===== src/hw/rtl/lrcd_pkg.sv =====
// Shared types, codes and the CRC-32C byte update for the log record deframer.
package lrcd_pkg;

  localparam int unsigned OFFSET_BITS_DEFAULT = 48;
  localparam int unsigned HEADER_SIZE         = 8;
  localparam int unsigned GOOD_OFFSET_W       = 48;

  localparam logic [31:0] CRC_POLY   = 32'h82F6_3B78;
  localparam logic [31:0] CRC_INIT   = 32'hFFFF_FFFF;
  localparam logic [31:0] CRC_XOROUT = 32'hFFFF_FFFF;

  // input command codes
  localparam logic CMD_DATA = 1'b0;
  localparam logic CMD_END  = 1'b1;

  // register index (byte address bit 2)
  localparam logic REG_TRUNCATE = 1'b0;

  typedef enum logic [2:0] {
    ST_OK        = 3'd0,
    ST_CLEAN_END = 3'd1,
    ST_TRUNC_HDR = 3'd2,
    ST_TRUNC_PAY = 3'd3,
    ST_CRC_BAD   = 3'd4
  } status_e;

  typedef struct packed {
    logic                     valid;
    logic [7:0]               out_byte;
    logic                     byte_valid;
    logic                     record_end;
    status_e                  status;
    logic                     truncate_request;
    logic [GOOD_OFFSET_W-1:0] good_offset;
  } lrcd_result_t;

  // reflected CRC-32C, one byte
  function automatic logic [31:0] crc32c_byte(input logic [31:0] crc, input logic [7:0] b);
    logic [31:0] c;
    c = crc ^ {24'h0, b};
    for (int i = 0; i < 8; i++) begin
      c = (c >> 1) ^ (CRC_POLY & {32{c[0]}});
    end
    return c;
  endfunction

endpackage


===== src/hw/rtl/lrcd_parser.sv =====
// Record parser: header capture, CRC-32C check, length and offset tracking.
module lrcd_parser
  import lrcd_pkg::*;
#(
  parameter int unsigned OFFSET_BITS = OFFSET_BITS_DEFAULT
) (
  input  logic         clk_i,
  input  logic         rst_ni,
  input  logic         fire_i,
  input  logic         command_i,
  input  logic [7:0]   data_byte_i,
  input  logic         truncate_en_i,
  output lrcd_result_t result_o
);

  localparam logic PHASE_HEADER  = 1'b0;
  localparam logic PHASE_PAYLOAD = 1'b1;
  localparam logic [2:0] LAST_HDR_BYTE = 3'(HEADER_SIZE - 1);

  logic                   phase_q, phase_d;
  logic [2:0]             hdr_cnt_q, hdr_cnt_d;
  logic [31:0]            stored_crc_q, stored_crc_d;
  logic [31:0]            bytes_left_q, bytes_left_d;
  logic [31:0]            crc_q, crc_d;
  logic [OFFSET_BITS-1:0] log_offset_q, log_offset_d;
  logic [OFFSET_BITS-1:0] good_offset_q, good_offset_d;
  logic                   halted_q, halted_d;
  logic                   close_rec;
  lrcd_result_t           res;

  always_comb begin
    phase_d       = phase_q;
    hdr_cnt_d     = hdr_cnt_q;
    stored_crc_d  = stored_crc_q;
    bytes_left_d  = bytes_left_q;
    crc_d         = crc_q;
    log_offset_d  = log_offset_q;
    good_offset_d = good_offset_q;
    halted_d      = halted_q;
    close_rec     = 1'b0;
    res           = '0;
    res.status    = ST_OK;

    if (fire_i && !halted_q) begin
      if (command_i == CMD_END) begin
        res.valid      = 1'b1;
        res.record_end = 1'b1;
        if (phase_q == PHASE_PAYLOAD) begin
          res.status = ST_TRUNC_PAY;
        end else if (hdr_cnt_q != '0) begin
          res.status = ST_TRUNC_HDR;
        end else begin
          res.status = ST_CLEAN_END;
        end
        res.truncate_request = (res.status != ST_CLEAN_END) && truncate_en_i;
        halted_d = 1'b1;
      end else begin
        log_offset_d = log_offset_q + OFFSET_BITS'(1);
        if (phase_q == PHASE_HEADER) begin
          if (hdr_cnt_q == '0) begin
            crc_d = CRC_INIT;
          end
          // little-endian fields shift in from the top
          if (!hdr_cnt_q[2]) begin
            stored_crc_d = {data_byte_i, stored_crc_q[31:8]};
          end else begin
            bytes_left_d = {data_byte_i, bytes_left_q[31:8]};
            crc_d        = crc32c_byte(crc_q, data_byte_i);
          end
          hdr_cnt_d = hdr_cnt_q + 3'd1;
          if (hdr_cnt_q == LAST_HDR_BYTE) begin
            if (bytes_left_d != '0) begin
              phase_d = PHASE_PAYLOAD;
            end else begin
              close_rec = 1'b1;
            end
          end
        end else begin
          crc_d          = crc32c_byte(crc_q, data_byte_i);
          res.valid      = 1'b1;
          res.out_byte   = data_byte_i;
          res.byte_valid = 1'b1;
          bytes_left_d   = bytes_left_q - 32'd1;
          close_rec      = (bytes_left_q == 32'd1);
        end

        if (close_rec) begin
          res.valid      = 1'b1;
          res.record_end = 1'b1;
          if ((crc_d ^ CRC_XOROUT) == stored_crc_q) begin
            good_offset_d = log_offset_d;
            phase_d       = PHASE_HEADER;
          end else begin
            res.status           = ST_CRC_BAD;
            res.truncate_request = truncate_en_i;
            halted_d             = 1'b1;
          end
        end
      end
    end
    res.good_offset = GOOD_OFFSET_W'(good_offset_d);
  end

  assign result_o = res;

  always_ff @(posedge clk_i or negedge rst_ni) begin
    if (!rst_ni) begin
      phase_q       <= PHASE_HEADER;
      hdr_cnt_q     <= '0;
      stored_crc_q  <= '0;
      bytes_left_q  <= '0;
      crc_q         <= CRC_INIT;
      log_offset_q  <= '0;
      good_offset_q <= '0;
      halted_q      <= 1'b0;
    end else begin
      phase_q       <= phase_d;
      hdr_cnt_q     <= hdr_cnt_d;
      stored_crc_q  <= stored_crc_d;
      bytes_left_q  <= bytes_left_d;
      crc_q         <= crc_d;
      log_offset_q  <= log_offset_d;
      good_offset_q <= good_offset_d;
      halted_q      <= halted_d;
    end
  end

endmodule


===== src/hw/rtl/lrcd_out_reg.sv =====
// Result register between the parser and the output channel.
module lrcd_out_reg
  import lrcd_pkg::*;
(
  input  logic         clk_i,
  input  logic         rst_ni,
  input  logic         in_valid_i,
  output logic         in_ready_o,
  input  lrcd_result_t result_i,
  output logic         out_valid_o,
  input  logic         out_ready_i,
  output lrcd_result_t result_o
);

  logic         valid_q, valid_d;
  lrcd_result_t data_q;
  logic         load;

  // slot is free when empty or being drained this cycle
  assign in_ready_o = !valid_q || out_ready_i;
  assign load       = in_valid_i && in_ready_o;

  always_comb begin
    valid_d = valid_q;
    if (valid_q && out_ready_i) begin
      valid_d = 1'b0;
    end
    if (load) begin
      valid_d = result_i.valid;
    end
  end

  always_ff @(posedge clk_i or negedge rst_ni) begin
    if (!rst_ni) begin
      valid_q <= 1'b0;
    end else begin
      valid_q <= valid_d;
    end
  end

  always_ff @(posedge clk_i) begin
    if (load && result_i.valid) begin
      data_q <= result_i;
    end
  end

  assign out_valid_o = valid_q;
  assign result_o    = data_q;

endmodule


===== src/hw/rtl/log_record_crc_deframer_unit.sv =====
// Log record deframer with CRC-32C check: top level, APB register and channel wiring.
//
// Input channel: one word per log byte (command_i = data) or an end-of-log
// word (command_i = end), valid/ready. Output channel: valid/ready, one word
// per payload byte; the last payload byte of a record (or a bare word for a
// zero-length record) carries record_end_o and status ok or CRC mismatch.
// End of log yields one word: clean end, truncated header or truncated
// payload, with good_offset_o and truncate_request_o when enabled.
// Output valid rises in the cycle after input accept. Throughput is one
// input word per cycle while output is taken; the CRC byte update and counters are
// combinational, ahead of the result register. Header bytes give no output word.
// After an error or an end-of-log report the block halts: it keeps taking
// words but gives no output until reset. Reset clears all parsing state and
// the truncate_damaged_tail register (APB offset 0x0, bit 0).
// A stalled receiver holds the result register; input ready drops only
// while that register is full and not being taken.
module log_record_crc_deframer_unit
  import lrcd_pkg::*;
#(
  parameter int unsigned OFFSET_BITS = OFFSET_BITS_DEFAULT
) (
  input  logic        clk_i,
  input  logic        rst_ni,
  input  logic        psel,
  input  logic        penable,
  input  logic        pwrite,
  input  logic [2:0]  paddr,
  input  logic [31:0] pwdata,
  output logic [31:0] prdata,
  output logic        pready,
  input  logic        in_valid_i,
  output logic        in_ready_o,
  input  logic        command_i,
  input  logic [7:0]  data_byte_i,
  output logic        out_valid_o,
  input  logic        out_ready_i,
  output logic [7:0]  out_byte_o,
  output logic        byte_valid_o,
  output logic        record_end_o,
  output logic [2:0]  status_o,
  output logic        truncate_request_o,
  output logic [47:0] good_offset_o
);

  logic         trunc_en_q;
  logic         in_ready;
  logic         in_fire;
  lrcd_result_t parse_res;
  lrcd_result_t out_res;

  assign pready = 1'b1;

  always_ff @(posedge clk_i or negedge rst_ni) begin
    if (!rst_ni) begin
      trunc_en_q <= 1'b0;
    end else if (psel && penable && pwrite && pready && paddr[2] == REG_TRUNCATE) begin
      trunc_en_q <= pwdata[0];
    end
  end

  assign prdata = (paddr[2] == REG_TRUNCATE) ? {31'h0, trunc_en_q} : 32'h0;

  assign in_fire    = in_valid_i && in_ready;
  assign in_ready_o = in_ready;

  lrcd_parser #(
    .OFFSET_BITS(OFFSET_BITS)
  ) u_parser (
    .clk_i        (clk_i),
    .rst_ni       (rst_ni),
    .fire_i       (in_fire),
    .command_i    (command_i),
    .data_byte_i  (data_byte_i),
    .truncate_en_i(trunc_en_q),
    .result_o     (parse_res)
  );

  lrcd_out_reg u_out_reg (
    .clk_i      (clk_i),
    .rst_ni     (rst_ni),
    .in_valid_i (in_valid_i),
    .in_ready_o (in_ready),
    .result_i   (parse_res),
    .out_valid_o(out_valid_o),
    .out_ready_i(out_ready_i),
    .result_o   (out_res)
  );

  assign out_byte_o         = out_res.out_byte;
  assign byte_valid_o       = out_res.byte_valid;
  assign record_end_o       = out_res.record_end;
  assign status_o           = out_res.status;
  assign truncate_request_o = out_res.truncate_request;
  assign good_offset_o      = out_res.good_offset;

endmodule


===== config.mk =====
export PLATFORM = sky130hd
export DESIGN_NAME = log_record_crc_deframer_unit
export DESIGN_NICKNAME = d
export VERILOG_FILES = /design/src/hw/rtl/lrcd_pkg.sv /design/src/hw/rtl/lrcd_parser.sv /design/src/hw/rtl/lrcd_out_reg.sv /design/src/hw/rtl/log_record_crc_deframer_unit.sv
export SDC_FILE = /design/constraint.sdc
export NUM_CORES = 1
export LEC_CHECK = 0
export BUFFER_PORTS_ARGS = -buffer_cell sky130_fd_sc_hd__buf_2
export CAP_MARGIN = 5
export CORE_AREA = 2 2 209 211
export CTS_CLUSTER_SIZE = 16
export DETAILED_ROUTE_END_ITERATION = 16
export DIE_AREA = 0 0 211 213
export SYNTH_ARGS = -nofsm -noshare
export SYNTH_HDL_FRONTEND = slang
export SYNTH_SLANG_ARGS = --single-unit

===== constraint.sdc =====
create_clock -name clk_i -period 8.6 [get_ports clk_i]
set_input_delay 0 -clock clk_i [delete_from_list [all_inputs] [get_ports clk_i]]
set_output_delay 0 -clock clk_i [all_outputs]
set_load 0.02 [all_outputs]

==> metrics.yaml, run 1 <==
pwr:
  p_sw_share_pct: 40.38
  power.switching_mw: 2.384
  power_leakage_nw: 7.164
  ir_worst_vdd_mv: 0.2521
  p_per_area_nw_per_um2: 356.8
  p_seq_share_pct: 27.7
  combPwrFrac_pct: 52.7
  clockPowerShare_pct: 19.7
  internal-power_mw: 3.521
critical_path:
  crit_path_max_fanout: 71
  arrival_ps: 5490
  crit_type: "reg -> reg"
  critPathMaxStageDelay_ps: 710
  endpoint_kind: "flip-flop"
  critical-path-slowest-cell: "or2_2"
  path_cells: "buf_4 -> or2_2 -> nor3_1 -> a2111oi_0 -> nand4_1 -> nor4_1 -> nand4_1 -> a2111o_1 -> or4b_2 -> buf_4 -> mux2_2"
  start_kind: "flip-flop"
  critPathTopFamily: "simple AND/OR/NAND/NOR gates"
  crit_buf_inv: 2
  crit_required_ps: 8900
routing:
  ant_nets: 0
  drc: 0
  first_iter_violations: 959
  routed_wl_mm: 36.77
  drt-pass1-iter-count: 9
  via_count: 10730
  viasPerCell: 5.263
  wire_per_inst_um: 18.04
min_path:
  hold_path.class: "in -> async"
global_routing:
  grt_usage_pct: 16.38
  antenna_found_initial: 0
  grt_max_degree: 92
  grt_first_pass_wirelength_mm: 58.53
  overflow: 0
  grt_pass1_vias: 10320
sta:
  min_period_ps: 5186
  hold_ws_ps: 86.81
  setup_violations: 0
  final_max_slew_viol_count: 0
  worstMarginPinSlew_ps: 1086
  finalSetupTns_ps: 0
  slew_headroom_pct: 27.55
  max_freq_ghz: 0.1928
  hold_viol: 0
  layout_setup_ws_ps: 3414
  rsz0062_at_grt: "false"
  fin_crit_sh_pct: 60.30
  finalClockSkew_ps: 20.45
layout:
  area_growth_pct: 11.69
  final_cells: 2038
  drive_gt1_share_pct: 17.96
  antenna_cells: 0
  n_fill_cell: 4153
  finalNetCount: 1527
  final_cell_mix: "dfrtp_1, nor2_1, a21oi_1"
  final_common_cell: "dfrtp_1"
synth:
  yosys_warnings: 0
  async_reset_ff_share_pct: 76.25
  ys_top_cells_by_area: "dfrtp_1, edfxtp_1, xnor2_1, dfstp_2, mux2_2"
  syn-instance-count: 1429
  syn_area_um2: 14820
  yosys.area.top_type: "dfrtp_1"
  yosysTopAreaCellShare_pct: 28.20
  syn_avg_cell_area_um2: 10.37
  synth_edf_count: 62
  synthFlopType: "dfrtp_1"
  synth-seq-cells: 261
  ys_seq_area_share_pct: 46.44
  ys_types: 76
clock_tree:
  clock_sinks: 261
  cts_setup_buffers: 0
  numCtsBuffers: 28
  clock-root-buffer: "clkbuf_16"
  tritoncts: "built"
  cts_max_level: 1
  cts_resized: 0
  clk_latency_ps: 560
  hold_buffers: 15
  clk_pin_slew_ps: 60
  cts_max_path_buffers: 3
place:
  hpwlAfterDp_mm: 24.68
  gp_congestion: 0.9341
  dp_slack_ps: 3467
  place_inst: 1971
  io_buffer_count: 82
floorplan:
  start_util_pct: 34.71
  die_h_um: 213
  die_area_um2: 44940
  coreArea_um2: 42700
  die_w_um: 211
  io-pin-count: 148
  rows: 76
run_status:
  status: "finished clean"
job:
  cap_viol_max_count: 0
## final cells by class
type	count	area (um^2)	area share [%]
Clock inverter	8	55.05	0.3326
Sequential cell	261	6884	41.59
Multi-Input combinational cell	1048	7353	44.43
Timing Repair Buffer	112	681.9	4.120
Clock buffer	44	822.0	4.967
Tap cell	546	683.2	4.128
Inverter	19	71.32	0.4309
## synthesized netlist by cell type (8+ instances only)
cell type  count
and3_1        28
a31oi_1       14
mux2i_1       18
xnor2_1       98
dfrtp_1      167
xor2_1        70
nor2b_1        9
buf_1         11
nand3_1       49
clkbuf_1      77
mux2_2        69
dfstp_2       32
buf_2          8
buf_4         33
nor2_1       149
nor4_1        17
o22ai_1       24
nand2_1       79
xnor3_1       24
nor3_1        30
nand2b_1      14
nand4_1       20
o22a_1        18
inv_1         19
nor3b_1       16
and2_1        10
a21oi_1      100
edfxtp_1      62
o21ai_0       52
## layer usage
layer | share of wire (%) | global-route usage (%) | vias to the layer above
met3 | 4.8 | 2.089 | 82
li1 | - | - | 5078
met1 | 46 | 22.68 | 5294
met4 | 3.5 | 6.192 | 0
met5 | 0 | 0 | -
met2 | 46 | 26.25 | 273
## flip-flops by register name (all words and copies together) (netlist names)
| signal | flops |
|---|---|
| u_out_reg.result_o | 62 |
| u_out_reg.out_valid_o | 1 |
| u_parser.good_offset_q | 48 |
| u_parser.stored_crc_q | 32 |
| trunc_en_q | 1 |
| u_parser.log_offset_q | 48 |
| u_parser.halted_q | 1 |
| u_parser.phase_q | 1 |
| u_parser.crc_q | 32 |
| u_parser.hdr_cnt_q | 3 |
| u_parser.bytes_left_q | 32 |
## through the flow
stage	util, %	total power, mW	cell area [um^2]
final	38.76	5.905	16550
after global routing	38.76	6.269	16550
after CTS	38.76	5.909	16550
after detailed placement	36.36	4.720	15520
after global placement	36.36	4.696	15520
after floorplan	-	4.017	14930
## power by group through the flow
stage                     registers [mW]  logic (mW)  clock network (mW)
after floorplan                     1.59        2.42                   0
after global placement              1.65        3.05                   0
after detailed placement            1.65        3.07                   0
after CTS                           1.63        3.10                1.18
after global routing                1.65        3.38                1.24
final                               1.63        3.11                1.16
## path summary, 6_finish.rpt
check	start	end	cells after the start	slack [ps]
worst min-delay path	rst_ni	u_parser.good_offset_q[14]	2	90
min in group clk_i	in_valid_i	u_parser.halted_q	4	90
worst min register to register	u_parser.good_offset_q[15]	u_parser.good_offset_q[15]	1	490
max in group asynchronous	rst_ni	u_parser.hdr_cnt_q[2]	3	7010
worst max-delay path	u_parser.hdr_cnt_q[2]	u_out_reg.result_o[10]	11	3410
worst max register to register	u_parser.hdr_cnt_q[2]	u_out_reg.result_o[10]	11	3410
## cell families after synthesis
kind of cell             count (synthesis)  share of synthesized area [%]
AND/OR/NAND/NOR                        452                          15.08
AO/OA/AOI/OAI                          262                          10.79
flip-flops                             261                          46.44
XOR/XNOR                               203                          15.27
buffers and inverters                  150                          4.804
multiplexers                            93                          7.067
adder cells (fa/ha/maj)                  6                         0.5066
other                                    2                        0.05068
Power figures use the tool's default switching activity.
==> run 2, diff against run 1 <==
==> constraint.sdc (replaced) <==
create_clock -name clk_i -period 4.3 [get_ports clk_i]
set_input_delay 0 -clock clk_i [delete_from_list [all_inputs] [get_ports clk_i]]
set_output_delay 0 -clock clk_i [all_outputs]
set_load 0.02 [all_outputs]
==> run 2 against run 1 <==
Net effect: register-to-register slack got worse by 3300 ps; setup slack worse by 3300 ps; flip-flop and latch count unchanged; via count increased by 2.6%; first-iteration DRC count down 9.1%; critical endpoint is now u_out_reg.result_o[43]; largest power group unchanged.
==> metrics.yaml, run 2 (synthesis results as in run 1) <==
floorplan:
  die_w_um: 211  # unchanged
  io-pin-count: 148  # unchanged
  die_area_um2: 44940  # unchanged
  die_h_um: 213  # unchanged
  start_util_pct: 34.71  # unchanged
  rows: 76  # unchanged
  coreArea_um2: 42700  # unchanged
pwr:
  p_seq_share_pct: 24.2  # was 27.7%
  power.switching_mw: 5.276  # was 2.384 mW
  p_sw_share_pct: 39.09  # was 40.38%
  combPwrFrac_pct: 55.0  # was 52.7%
  power_leakage_nw: 7.738  # was 7.164 nW
  internal-power_mw: 8.221  # was 3.521 mW
  p_per_area_nw_per_um2: 768.3  # was 356.8 nW/um^2
  clockPowerShare_pct: 20.8  # was 19.7%
  ir_worst_vdd_mv: 0.5369  # was 0.2521 mV
global_routing:
  antenna_found_initial: 0  # unchanged
  overflow: 0  # unchanged
  grt_first_pass_wirelength_mm: 63.58  # was 58.53 mm
  grt_max_degree: 103  # was 92
  grt_pass1_vias: 10990  # was 10320
  grt_usage_pct: 18.10  # was 16.38%
clock_tree:
  clk_latency_ps: 570  # was 560 ps
  numCtsBuffers: 30  # was 28
  clk_pin_slew_ps: 60  # about the same
  clock_sinks: 261  # unchanged
  tritoncts: "built"  # unchanged
  cts_max_path_buffers: 3  # unchanged
  clock-root-buffer: "clkbuf_16"  # unchanged
  cts_max_level: 1  # unchanged
place:
  hpwlAfterDp_mm: 28.53  # was 24.68 mm
  gp_congestion: 0.9068  # was 0.9341
  io_buffer_count: 82  # unchanged
  place_inst: 2045  # was 1971
critical_path:
  crit_required_ps: 4610  # was 8900 ps
  arrival_ps: 4530  # was 5490 ps
  rrSetupSlack_ps: 90  # was 3410 ps
  endpoint: "u_out_reg.result_o[43]"  # was u_out_reg.result_o[10]
  crit_path_max_fanout: 24  # was 71
  endpoint_kind: "flip-flop"  # unchanged
  rr_startpoint: "u_parser.crc_q[3]"  # was u_parser.hdr_cnt_q[2]
  start_kind: "flip-flop"  # unchanged
  crit_type: "reg -> reg"  # unchanged
  r2r_cells: 10  # was 11
  r2r_end: "u_out_reg.result_o[43]"  # was u_out_reg.result_o[10]
  critPathLaunch: "u_parser.crc_q[3]"  # was u_parser.hdr_cnt_q[2]
routing:
  first_iter_violations: 872  # was 959
  drc: 0  # unchanged
  ant_nets: 0  # unchanged
  routed_wl_mm: 40.48  # was 36.77 mm
  viasPerCell: 5.186  # was 5.263
  via_count: 11010  # was 10730
  drt-pass1-iter-count: 5  # was 9
  wire_per_inst_um: 19.07  # was 18.04 um
layout:
  finalNetCount: 1609  # was 1527
  final_cell_mix: "dfrtp_1, nor2_1, a21oi_1"  # unchanged
  antenna_cells: 0  # unchanged
  final_common_cell: "dfrtp_1"  # unchanged
  area_growth_pct: 18.55  # was 11.69%
  drive_gt1_share_pct: 23.98  # was 17.96%
  largest_reg_flops: 62  # unchanged
  final_cells: 2122  # was 2038
sta:
  finalClockSkew_ps: 11.80  # was 20.45 ps
  fin_crit_sh_pct: 98.01  # was 60.30%
  final_max_slew_viol_count: 0  # unchanged
  worstMarginPinSlew_ps: 924.7  # was 1086 ps
  setup_violations: 0  # unchanged
  hold_ws_ps: 92.16  # was 86.81 ps
  max_freq_ghz: 0.2373  # was 0.1928 GHz
  hold_viol: 0  # unchanged
  slew_headroom_pct: 38.13  # was 27.55%
  min_period_ps: 4215  # was 5186 ps
min_path:
  hold_path.class: "in -> reg"  # was in -> async
run_status:
  status: "finished clean"  # unchanged
job:
  cap_viol_max_count: 0  # unchanged
==> run 2: metal layers <==
layer	vias up	track usage, %	share of wire (%)
li1	5242	-	-
met1	5438	24.96	46
met2	265	29.45	46
met3	60	2.250	4.2
met4	0	6.217	3.1
met5	-	0	0
==> run 2: worst min path at each step <==
stage	from	to	slack [ps]	depth (start not counted)
global route	in_valid_i	u_parser.halted_q	130	4
global placement	rst_ni	u_parser.good_offset_q[12]	170	1
CTS	in_valid_i	u_parser.halted_q	60	4
finish	in_valid_i	u_parser.halted_q	90	4
floorplan	rst_ni	trunc_en_q	-300	0
detailed placement	rst_ni	u_parser.good_offset_q[12]	160	1
==> run 2: power by group through the flow <==
stage / logic, mW / registers [mW] / clock network (mW)
2_1_floorplan: 4.85 / 3.19 / 0
5_1_grt: 7.94 / 3.30 / 2.97
3_5_place_dp: 6.99 / 3.29 / 0
3_3_place_gp: 6.99 / 3.29 / 0
4_1_cts: 7.08 / 3.25 / 2.88
6_report: 7.42 / 3.26 / 2.81
==> run 2: final cells by class <==
type / count / area, um^2
multi-input cells: 1048 / 7448
repair buffers: 192 / 1369
clock inverters: 19 / 284.0
clock buffers: 37 / 828.3
fillers: 4081 / 25130
inverters: 19 / 71.32
flip-flops and latches: 261 / 6884
well taps: 546 / 683.2
==> run 2: per-stage QoR <==
stage	power (mW)	utilization, %	instance area, um^2	setup slack (ps)	setup TNS, ps
floorplan	8.038	-	14940	57.35	0
global placement	10.28	37.79	16130	1.178	0
detailed placement	10.28	37.79	16130	-98.34	-3571
CTS	13.21	40.87	17450	61.32	0
global route	14.21	41.15	17570	-10.61	-30.17
finish	13.50	41.15	17570	85.44	0
==> run 2: repair_timing <==
item,in CTS,in global routing
pin swaps,2,7
buffers inserted,1,4
hold endpoints to repair,116,0
gates cloned,1,0
setup endpoints to repair,45,65
gates resized for setup,6,19
hold buffers,15,0
==> run 2: worst max-delay path, cell delays in order, from the launching register on <==
cell,delay [ps]
dfstp_2,670
xnor2_4,220
xnor3_1,490
xor3_1,420
a21oi_2,160
xor2_1,210
o21ai_1,100
a2111o_1,440
or4b_4,590
bufbuf_16,340
mux2_4,310
